**config.mk**
```make
export PLATFORM = sky130hd
export DESIGN_NAME = vfb_ctrl
export DESIGN_NICKNAME = d
export VERILOG_FILES = /design/src/rtl/core/vfb_pkg.sv /design/src/rtl/core/vfb_ctrl.sv
export SDC_FILE = /design/constraint.sdc
export NUM_CORES = 1
export LEC_CHECK = 0
export BUFFER_PORTS_ARGS = -buffer_cell sky130_fd_sc_hd__clkbuf_2
export CORE_ASPECT_RATIO = 1.2
export CORE_MARGIN = 2
export CORE_UTILIZATION = 56
export DETAILED_ROUTE_END_ITERATION = 10
export GPL_TIMING_DRIVEN = 0
export PLACE_DENSITY = 0.94
export REMOVE_ABC_BUFFERS = 1
export SYNTH_ARGS = -nofsm -noshare
export SYNTH_HDL_FRONTEND = slang
export SYNTH_SLANG_ARGS = --single-unit
```
**constraint.sdc**
```tcl
create_clock -name clock -period 2.55 [get_ports clock]
set_input_delay 0.51 -clock clock [delete_from_list [all_inputs] [get_ports clock]]
set_output_delay 0.51 -clock clock [all_outputs]
set_load 0.02 [all_outputs]
```
**src/rtl/core/vfb_pkg.sv**
```systemverilog
// ----------------------------------------------------------------------------
// vfb_pkg: shared types, constants and coefficient table of the filter bank
// Holds the fixed-point widths, the controller/datapath command types and the
// Q10.53 coefficient table built at elaboration from exact decimal values.
// ----------------------------------------------------------------------------
`default_nettype none

package vfb_pkg;

   localparam int FILTER_ORDER = 10;
   localparam int VOWEL_COUNT  = 5;
   localparam int TAP_COUNT    = FILTER_ORDER + 1;
   localparam int HIST_DEPTH   = FILTER_ORDER * VOWEL_COUNT;
   localparam int COEF_FRAC    = 53;
   localparam int MIX_FRAC     = 40;
   localparam int ACC_W        = 128;
   localparam int POS_W        = 19;
   localparam logic [POS_W-1:0] POS_MAX = 19'd262144;

   // Divide by ten as floor(n * DIV_RECIP / 2^DIV_SHIFT), exact for n < 2^50.
   localparam logic [63:0] DIV_RECIP = 64'd450359962737050;
   localparam int          DIV_SHIFT = 52;

   // Coefficient = mantissa / 10^exponent. Tap 0 is the gain.
   localparam longint COEF_MANT [VOWEL_COUNT][TAP_COUNT] = '{
      '{ 64'sd811044, 64'sd8943665402, -64'sd3683889529, 64'sd9201697887,
         -64'sd154337906, 64'sd1816233289, -64'sd1518651235, 64'sd8909614114,
         -64'sd3510298511, 64'sd8388101016, -64'sd923313471 },
      '{ 64'sd436215, 64'sd890438318, -64'sd3655179099, 64'sd9105750846,
         -64'sd152422234, 64'sd1791170248, -64'sd1496496211, 64'sd8778352223,
         -64'sd3460687431, 64'sd8282228154, -64'sd914150747 },
      '{ 64'sd333819, 64'sd8893102966, -64'sd3649532826, 64'sd9096543286,
         -64'sd1524545478, 64'sd1794835618, -64'sd150315433, 64'sd8843409371,
         -64'sd3498612086, 64'sd8407803364, -64'sd932568035 },
      '{ 64'sd113572, 64'sd8994734087, -64'sd372084849, 64'sd9322900521,
         -64'sd1566929844, 64'sd184596544, -64'sd1543755513, 64'sd9049663749,
         -64'sd3558964535, 64'sd8478996281, -64'sd929252233 },
      '{ 64'sd409431, 64'sd8997322763, -64'sd3720218544, 64'sd9311385476,
         -64'sd1562530937, 64'sd1837080141, -64'sd1532631681, 64'sd8959539726,
         -64'sd3512454591, 64'sd8338655623, -64'sd910251753 }
   };

   localparam int COEF_EXP [VOWEL_COUNT][TAP_COUNT] = '{
      '{ 11, 9, 8, 8, 6, 7, 7, 8, 8, 9, 9 },
      '{ 11, 8, 8, 8, 6, 7, 7, 8, 8, 9, 9 },
      '{ 11, 9, 8, 8, 7, 7, 6, 8, 8, 9, 9 },
      '{ 11, 9, 7, 8, 7, 6, 7, 8, 8, 9, 9 },
      '{ 12, 9, 8, 8, 7, 7, 7, 8, 8, 9, 9 }
   };

   typedef logic [VOWEL_COUNT-1:0][TAP_COUNT-1:0][63:0] coef_table_type;

   // Rounds each coefficient to Q10.53 by restoring long division.
   function automatic coef_table_type build_coef_table();
      coef_table_type tbl;
      longint         m;
      logic [63:0]    n;
      logic [63:0]    d;
      logic [63:0]    q;
      logic [63:0]    r;
      int             v;
      int             k;
      int             i;
      tbl = '0;
      for (v = 0; v < VOWEL_COUNT; v++) begin
         for (k = 0; k < TAP_COUNT; k++) begin
            m = COEF_MANT[v][k];
            n = (m < 0) ? 64'(-m) : 64'(m);
            d = 64'd1;
            for (i = 0; i < COEF_EXP[v][k]; i++) begin
               d = d * 64'd10;
            end
            q = '0;
            r = '0;
            for (i = 63; i >= 0; i--) begin
               r = {r[62:0], n[i]};
               q = {q[62:0], 1'b0};
               if (r >= d) begin
                  r    = r - d;
                  q[0] = 1'b1;
               end
            end
            for (i = 0; i < COEF_FRAC; i++) begin
               r = {r[62:0], 1'b0};
               q = {q[62:0], 1'b0};
               if (r >= d) begin
                  r    = r - d;
                  q[0] = 1'b1;
               end
            end
            if ({r[62:0], 1'b0} >= d) begin
               q = q + 64'd1;
            end
            tbl[v][k] = (m < 0) ? (~q + 64'd1) : q;
         end
      end
      return tbl;
   endfunction

   localparam coef_table_type COEF_TABLE = build_coef_table();

   typedef enum logic [1:0] {
      SRC_X,
      SRC_HIST,
      SRC_MIX_LO,
      SRC_MIX_HI
   } op_src_type;

   typedef enum logic [3:0] {
      ST_IDLE,
      ST_DIVIDE,
      ST_DIV_DONE,
      ST_FETCH,
      ST_LOAD,
      ST_MULT,
      ST_FILT_ROUND,
      ST_MIX_LOAD,
      ST_MIX_MULT,
      ST_MIX_ROUND,
      ST_EMIT
   } fb_state_type;

   typedef struct packed {
      logic       start;
      logic       clear_hist;
      logic       cfg_write;
      logic       div_done;
      logic       fetch;
      logic       load;
      logic       mul;
      logic [1:0] part;
      op_src_type src;
      logic [2:0] vowel;
      logic [3:0] tap;
      logic       filt_round;
      logic       mix_round;
      logic       emit;
   } fb_cmd_type;

   typedef struct packed {
      logic out_free;
   } fb_status_type;

endpackage

`default_nettype wire

```
**src/rtl/core/vfb_ctrl.sv**
```systemverilog
// ----------------------------------------------------------------------------
// vfb_ctrl: sequencer of the vowel filter bank
// Steps the shared multiplier through the divide, the 55 filter taps and the
// two mix products, and hands the result to the output register.
// ----------------------------------------------------------------------------
`default_nettype none

module vfb_ctrl (
   input  wire                   clock,
   input  wire                   reset,
   input  wire                   req_valid,
   input  wire                   req_input_connected,
   output logic                  req_stall,
   input  wire                   csr_valid,
   output logic                  csr_ready,
   input  vfb_pkg::fb_status_type status,
   output vfb_pkg::fb_cmd_type   cmd
);

   vfb_pkg::fb_state_type state_ff, state_in;
   logic [2:0] vowel_ff, vowel_in;
   logic [3:0] tap_ff, tap_in;
   logic [1:0] part_ff, part_in;
   logic       mix_sel_ff, mix_sel_in;

   always_ff @(posedge clock) begin
      if (reset) begin
         state_ff   <= vfb_pkg::ST_IDLE;
         vowel_ff   <= '0;
         tap_ff     <= '0;
         part_ff    <= '0;
         mix_sel_ff <= 1'b0;
      end else begin
         state_ff   <= state_in;
         vowel_ff   <= vowel_in;
         tap_ff     <= tap_in;
         part_ff    <= part_in;
         mix_sel_ff <= mix_sel_in;
      end
   end

   always_comb begin
      state_in   = state_ff;
      vowel_in   = vowel_ff;
      tap_in     = tap_ff;
      part_in    = part_ff;
      mix_sel_in = mix_sel_ff;
      cmd        = '0;
      cmd.part   = part_ff;
      cmd.vowel  = vowel_ff;
      cmd.tap    = tap_ff;
      cmd.src    = vfb_pkg::SRC_X;
      req_stall  = 1'b1;
      csr_ready  = 1'b0;

      unique case (state_ff)
         vfb_pkg::ST_IDLE: begin
            req_stall     = 1'b0;
            csr_ready     = 1'b1;
            cmd.cfg_write = csr_valid;
            if (req_valid) begin
               cmd.start = 1'b1;
               if (!req_input_connected) begin
                  cmd.clear_hist = 1'b1;
                  state_in       = vfb_pkg::ST_EMIT;
               end else begin
                  part_in  = '0;
                  state_in = vfb_pkg::ST_DIVIDE;
               end
            end
         end
         vfb_pkg::ST_DIVIDE: begin
            cmd.mul = 1'b1;
            part_in = part_ff + 2'd1;
            if (part_ff == 2'd3) begin
               state_in = vfb_pkg::ST_DIV_DONE;
            end
         end
         vfb_pkg::ST_DIV_DONE: begin
            cmd.div_done = 1'b1;
            vowel_in     = '0;
            tap_in       = '0;
            state_in     = vfb_pkg::ST_FETCH;
         end
         vfb_pkg::ST_FETCH: begin
            cmd.fetch = 1'b1;
            state_in  = vfb_pkg::ST_LOAD;
         end
         vfb_pkg::ST_LOAD: begin
            cmd.load = 1'b1;
            cmd.src  = (tap_ff == 4'd0) ? vfb_pkg::SRC_X : vfb_pkg::SRC_HIST;
            part_in  = '0;
            state_in = vfb_pkg::ST_MULT;
         end
         vfb_pkg::ST_MULT: begin
            cmd.mul = 1'b1;
            part_in = part_ff + 2'd1;
            if (part_ff == 2'd3) begin
               if (tap_ff == 4'(vfb_pkg::FILTER_ORDER)) begin
                  state_in = vfb_pkg::ST_FILT_ROUND;
               end else begin
                  tap_in   = tap_ff + 4'd1;
                  state_in = vfb_pkg::ST_FETCH;
               end
            end
         end
         vfb_pkg::ST_FILT_ROUND: begin
            cmd.filt_round = 1'b1;
            tap_in         = '0;
            if (vowel_ff == 3'(vfb_pkg::VOWEL_COUNT - 1)) begin
               mix_sel_in = 1'b0;
               state_in   = vfb_pkg::ST_MIX_LOAD;
            end else begin
               vowel_in = vowel_ff + 3'd1;
               state_in = vfb_pkg::ST_FETCH;
            end
         end
         vfb_pkg::ST_MIX_LOAD: begin
            cmd.load = 1'b1;
            cmd.src  = mix_sel_ff ? vfb_pkg::SRC_MIX_HI : vfb_pkg::SRC_MIX_LO;
            part_in  = '0;
            state_in = vfb_pkg::ST_MIX_MULT;
         end
         vfb_pkg::ST_MIX_MULT: begin
            cmd.mul = 1'b1;
            part_in = part_ff + 2'd1;
            if (part_ff == 2'd3) begin
               if (mix_sel_ff) begin
                  state_in = vfb_pkg::ST_MIX_ROUND;
               end else begin
                  mix_sel_in = 1'b1;
                  state_in   = vfb_pkg::ST_MIX_LOAD;
               end
            end
         end
         vfb_pkg::ST_MIX_ROUND: begin
            cmd.mix_round = 1'b1;
            state_in      = vfb_pkg::ST_EMIT;
         end
         vfb_pkg::ST_EMIT: begin
            if (status.out_free) begin
               cmd.emit = 1'b1;
               state_in = vfb_pkg::ST_IDLE;
            end
         end
         default: begin
            state_in = vfb_pkg::ST_IDLE;
         end
      endcase
   end

endmodule

`default_nettype wire

```
# == After elaboration in Yosys (flattened, before gate mapping) ==
# Index checks and enable logic that the tools add are counted.
# op_classes
n_lt_le_gt_ge,0
shift,0
muxes,37
n_eq_ne,22
reduce_logical,14
add_sub_neg,3
multipliers,0
div_mod_pow,0
bitwise,0
# op_table
operator,n
$pmux W4 S11,1
$mux W4,9
$ne A2 B2 Y1 const B,9
$eq A4 B3 Y1 const B,4
$eq A4 B4 Y1 const B,4
$mux W1,15
$mux W3,4
$reduce_and A3 Y1,3
$eq A4 B2 Y1 const B,2
$logic_not A4 Y1,2
$pmux W4 S2,1
$mux W2,3
$pmux W2 S3,1
$pmux W3 S2,1
$reduce_bool A2 Y1,3
$reduce_and A5 Y1,1
$add A4 B1 Y4 const B,1
$eq A4 B1 Y1 const B,1
$pmux W2 S2,1
$reduce_or A2 Y1,2
$add A3 B1 Y3 const B,1
$eq A3 B3 Y1 const B,1
$reduce_bool A3 Y1,1
$reduce_or A3 Y1,1
other kinds (4),4
# word_totals
output_inout_bits,23
latchBits,0
romBits,0
ff_bits,14
ramBits,0
elab_cells,81
in_bits,6
mem_count,0

# == Depth between registers and ports, before layout ==
# depth
depth_word,4
mapped_depth,6
mapped_depth_nobuf,6

# == Least setup slack after synthesis ==
# OpenSTA, ideal clock, no wires.
# synth_timing
kind,reg-to-output
from,reg state_ff[0]
to,out cmd[19] (netlist name)
t_arrival_ps,1781
required_ps,2040
n_path_buf,0
setup_slack_ps,259
path_stages_with_launch,7
cell_sequence,dfxtp_1 -> nor2_1 -> inv_2 -> or3_1 -> inv_2 -> and2_1 -> nor2b_1
# synth_lines
element,line,source
"start, declared",vfb_ctrl.sv:20,"vfb_pkg::fb_state_type state_ff, state_in;"
"start signal, assigned",vfb_ctrl.sv:28,state_ff <= vfb_pkg::ST_IDLE;
"start signal, assigned",vfb_ctrl.sv:34,state_ff <= state_in;
"end, declared",vfb_ctrl.sv:17,output vfb_pkg::fb_cmd_type cmd

==> PnR_summary.wiki <==
{| class="wikitable"
! Metric !! Value
|-
| Synthesized flop and latch total || 14
|-
| Fraction of post-synthesis cell area in the top cell type by area || 0.2508
|-
| Count of antenna-violating nets left after detailed routing || 0
|-
| Diode insertion count for antenna repair || 0
|-
| Hold Fails Final Rpt || 0
|-
| Final Max Slew Viols || 0
|-
| Setup TNS || 0 ns
|-
| First drt pass iteration count || 6
|-
| Arrival time at the worst endpoint || 1.91 ns
|-
| Post-layout minimum cycle time || 2.425 ns
|-
| Vias after detailed routing || 1,161
|-
| Total setup violations reported at the end of the flow || 0
|-
| Number of enable-type register cells in the synthesized netlist || 0
|-
| Number of input and output port buffers inserted || 28
|-
| Die area || 2370 sq um
|-
| End of the worst register-to-register path || tap_ff[3]
|-
| Count of cells along the worst hold path || 2
|-
| Kind of critical path || flip-flop to primary output
|-
| Register area share after synthesis || 0.2508
|-
| Worst hold-check slack || 0.5114 ns
|-
| Topmost layer with routed signal wires || met4
|-
| Most Frequent Cell on Critical Path || sky130_fd_sc_hd__inv_2
|-
| Async S/R FF share, synth || 0
|-
| Max Clock Skew || 0.005181 ns
|-
| Launch point of the worst reg-to-reg path || state_ff[2]
|-
| Initial drt markers || 40
|-
| Syn_area_per_cell || 7.499 sq um
|-
| WL met1 || 1096 um
|-
| Worst VDD drop || 0.5532 mV
|-
| Sort of element at the end of the critical path || primary output
|-
| Wire length per cell after detailed routing || 13.59 um
|-
| Root Buffer Master || sky130_fd_sc_hd__clkbuf_4
|-
| Post-synthesis instance total || 149
|-
| Overall power after layout || 1.236 mW
|-
| Crit-path cells || nor2_1, inv_2, or3_1, inv_2, and2_1, nor2b_1, clkbuf_2
|-
| Number of global-route vias before repair || 1,014
|-
| Placement row count || 17
|-
| Hold path startpoint || part_ff[1]
|-
| Total global routing overflow || 0
|-
| Max incr delay on CP || 0.45 ns
|-
| Outcome || finished clean
|-
| Kind of start point of the critical path || flip-flop
|-
| Class of the most critical hold timing path || flip-flop to flip-flop
|-
| Number of max-cap violations || 0
|-
| Post-layout nets || 184
|-
| Number of sinks on the clock net || 14
|-
| Worst path slowest cell || sky130_fd_sc_hd__dfxtp_2
|-
| Worst R2R Path Depth || 4
|-
| Clock transition at path regs || 0.09 ns
|-
| Worst slew margin || 0.5399
|-
| Hold Path End || part_ff[1]
|-
| Top-count cell post-synth || sky130_fd_sc_hd__dfxtp_1
|-
| Transition time at the pin with the least slew margin || 0.6893 ns
|-
| First-pass GRT wire length || 4243 um
|-
| Initial core utilization || 0.6038
|-
| Total GRT Usage || 0.2402
|-
| Top cells by area in the synthesized netlist || sky130_fd_sc_hd__dfxtp_1, sky130_fd_sc_hd__ha_1, sky130_fd_sc_hd__a21oi_1, sky130_fd_sc_hd__nor3_1, sky130_fd_sc_hd__o21ai_0
|-
| Die width || 44.78 um
|-
| Layout fillers || 153
|-
| Post-synth top area cell || sky130_fd_sc_hd__dfxtp_1
|-
| Clock buffers created by TritonCTS || 3
|-
| Leakage power figure || 0.5358 nW
|-
| Setup repair after global routing missed its margin || false
|-
| Data required, critical path || 2.04 ns
|-
| Number of cells in the finished layout apart from fillers || 190
|-
| HPWL after detailed placement || 1896 um
|-
| Number of antenna violations at the first check in global routing || 0
|-
| Wire length on met2 || 1310 um
|-
| Ratio of cells with drive above 1 in the final layout || 0.2573
|-
| Post-detailed-placement cell area || 1227 sq um
|-
| Core area || 1851 sq um
|-
| Vias per cell || 6.111
|-
| Slack of the worst reg-to-reg path || 0.63 ns
|-
| Hold-fix buffers at CTS || 0
|-
| Final weighted congestion in routability-driven placement || 0.8496
|-
| Met3 Routed Length || 148 um
|-
| TritonCTS clock tree || yes
|-
| Maximum achievable frequency || 412.4 MHz
|-
| I/O Pins || 29
|-
| Worst-path fanout max || 24
|-
| Post-synth top flop || sky130_fd_sc_hd__dfxtp_1
|-
| Distinct cell type count of the synthesized netlist || 47
|-
| Insertion delay to the later sink of the worst-skew pair || 0.28 ns
|-
| Power per cell area || 974.8 nW/um^2
|-
| Level count of the clock H-tree || 1
|-
| Yosys warnings || 0
|-
| Post-detailed-routing wire length || 2583 um
|-
| Dpl cells || 186
|-
| Chip Height || 52.93 um
|-
| Area of the mapped netlist || 1117 sq um
|-
| Maximum number of pins on one net before global-route repair || 30
|-
| Final routed DRC violation total || 0
|-
| Area overhead of the layout relative to synthesis || 13.44%
|-
| Final cycle utilization of the critical path || 0.9509
|-
| Clock tree buffer depth || 2
|-
| Commonest cells in the netlist || sky130_fd_sc_hd__dfxtp_1, sky130_fd_sc_hd__a21oi_1, sky130_fd_sc_hd__nand2_1, sky130_fd_sc_hd__nor2_1
|-
| Non-Filler Cell Area, Final || 1267 sq um
|}
==> cells by family after synthesis <==
logic type	after synthesis	share of synthesized area
AOI/OAI and AO/OA	42	0.2531
muxes	1	0.008959
adders and majority gates	6	0.06719
and+or+nand+nor	65	0.3303
buffers and inverters	20	0.08174
xor gates and xnor gates	1	0.007840
DFF	14	0.2508
==> through the flow <==
| stage | utilization | setup WS (ns) |
|---|---|---|
| 5_1_grt | 0.6849 | 0.006241 |
| 6_report | 0.6849 | 0.1253 |
| 4_1_cts | 0.6849 | 0.1223 |
| 3_3_place_gp | 0.6633 | 0.3060 |
| 2_1_floorplan | - | 0.04697 |
| 3_5_place_dp | 0.6633 | 0.2394 |
==> worst max-delay path: cells and delay by family, from the launching register on <==
| kind | cells | cell delay [ns] |
|---|---|---|
| DFF | 1 | 0.45 |
| buffers and inverters | 3 | 0.33 |
| and+or+nand+nor | 4 | 0.85 |
==> routing by layer <==
metal	track usage	up-vias
met5	0	-
met4	0.07843	0
met3	0.03072	6
met2	0.4324	50
met1	0.2887	530
li1	-	575
==> sequential cells by signal (all words and copies together), names as in the netlist <==
signal and flops:
part_ff 2, mix_sel_ff 1, vowel_ff 3, tap_ff 4, state_ff 4
==> worst max-delay path by stage <==
stage                          to   startpoint  slack [ns]  depth (start not counted)
after floorplan           cmd[19]  state_ff[1]        0.05                          6
after global placement    cmd[14]  state_ff[3]        0.31                          3
after detailed placement  cmd[14]  state_ff[3]        0.24                          3
after CTS                 cmd[19]  state_ff[1]        0.12                          7
after global routing      cmd[19]  state_ff[1]       0.006                          7
final                     cmd[19]  state_ff[1]        0.13                          7
==> report_power, final <==
group | leakage, nW | switching (mW) | internal [mW]
Sequential | 0.115 | 0.156 | 0.260
Clock | 0.0210 | 0.0730 | 0.0868
Combinational | 0.400 | 0.378 | 0.281
Total | 0.536 | 0.608 | 0.628
==> area by class of cell <==
type | count | area (sq um) | area share
multi-input combinational | 115 | 745.7 | 0.5883
sequential | 14 | 284.0 | 0.2241
timing repair buffer | 28 | 140.1 | 0.1106
inverter | 10 | 37.54 | 0.02961
clock buffer | 4 | 36.28 | 0.02863
tap | 19 | 23.77 | 0.01876
==> what timing repair did <==
item                                    4_1_cts  5_1_grt
gates resized for setup                       3        0
setup buffers                                 0        0
endpoints found under the setup margin        2        0
==> cells in the final DEF (no fill, tap or decap), types with 2 or more instances in the layout <==
cell type and instances:
sky130_fd_sc_hd__dfxtp_2 3, sky130_fd_sc_hd__nand2b_1 4, sky130_fd_sc_hd__a21boi_1 2, sky130_fd_sc_hd__inv_1 8, sky130_fd_sc_hd__nor3_1 9, sky130_fd_sc_hd__nor2b_1 5, sky130_fd_sc_hd__clkbuf_4 3, sky130_fd_sc_hd__nand3b_1 2
sky130_fd_sc_hd__clkbuf_2 28, sky130_fd_sc_hd__nand3_1 4, sky130_fd_sc_hd__and2_1 2, sky130_fd_sc_hd__nor2_1 10, sky130_fd_sc_hd__o31ai_1 2, sky130_fd_sc_hd__o21ai_0 9, sky130_fd_sc_hd__o21a_1 2, sky130_fd_sc_hd__nor3b_1 2
sky130_fd_sc_hd__a21oi_1 13, sky130_fd_sc_hd__ha_1 6, sky130_fd_sc_hd__nand2_1 10, sky130_fd_sc_hd__dfxtp_1 11, sky130_fd_sc_hd__or3_1 7, sky130_fd_sc_hd__inv_2 2, sky130_fd_sc_hd__a211oi_2 2, sky130_fd_sc_hd__and3_1 2
(Power assumes the default switching activity.)
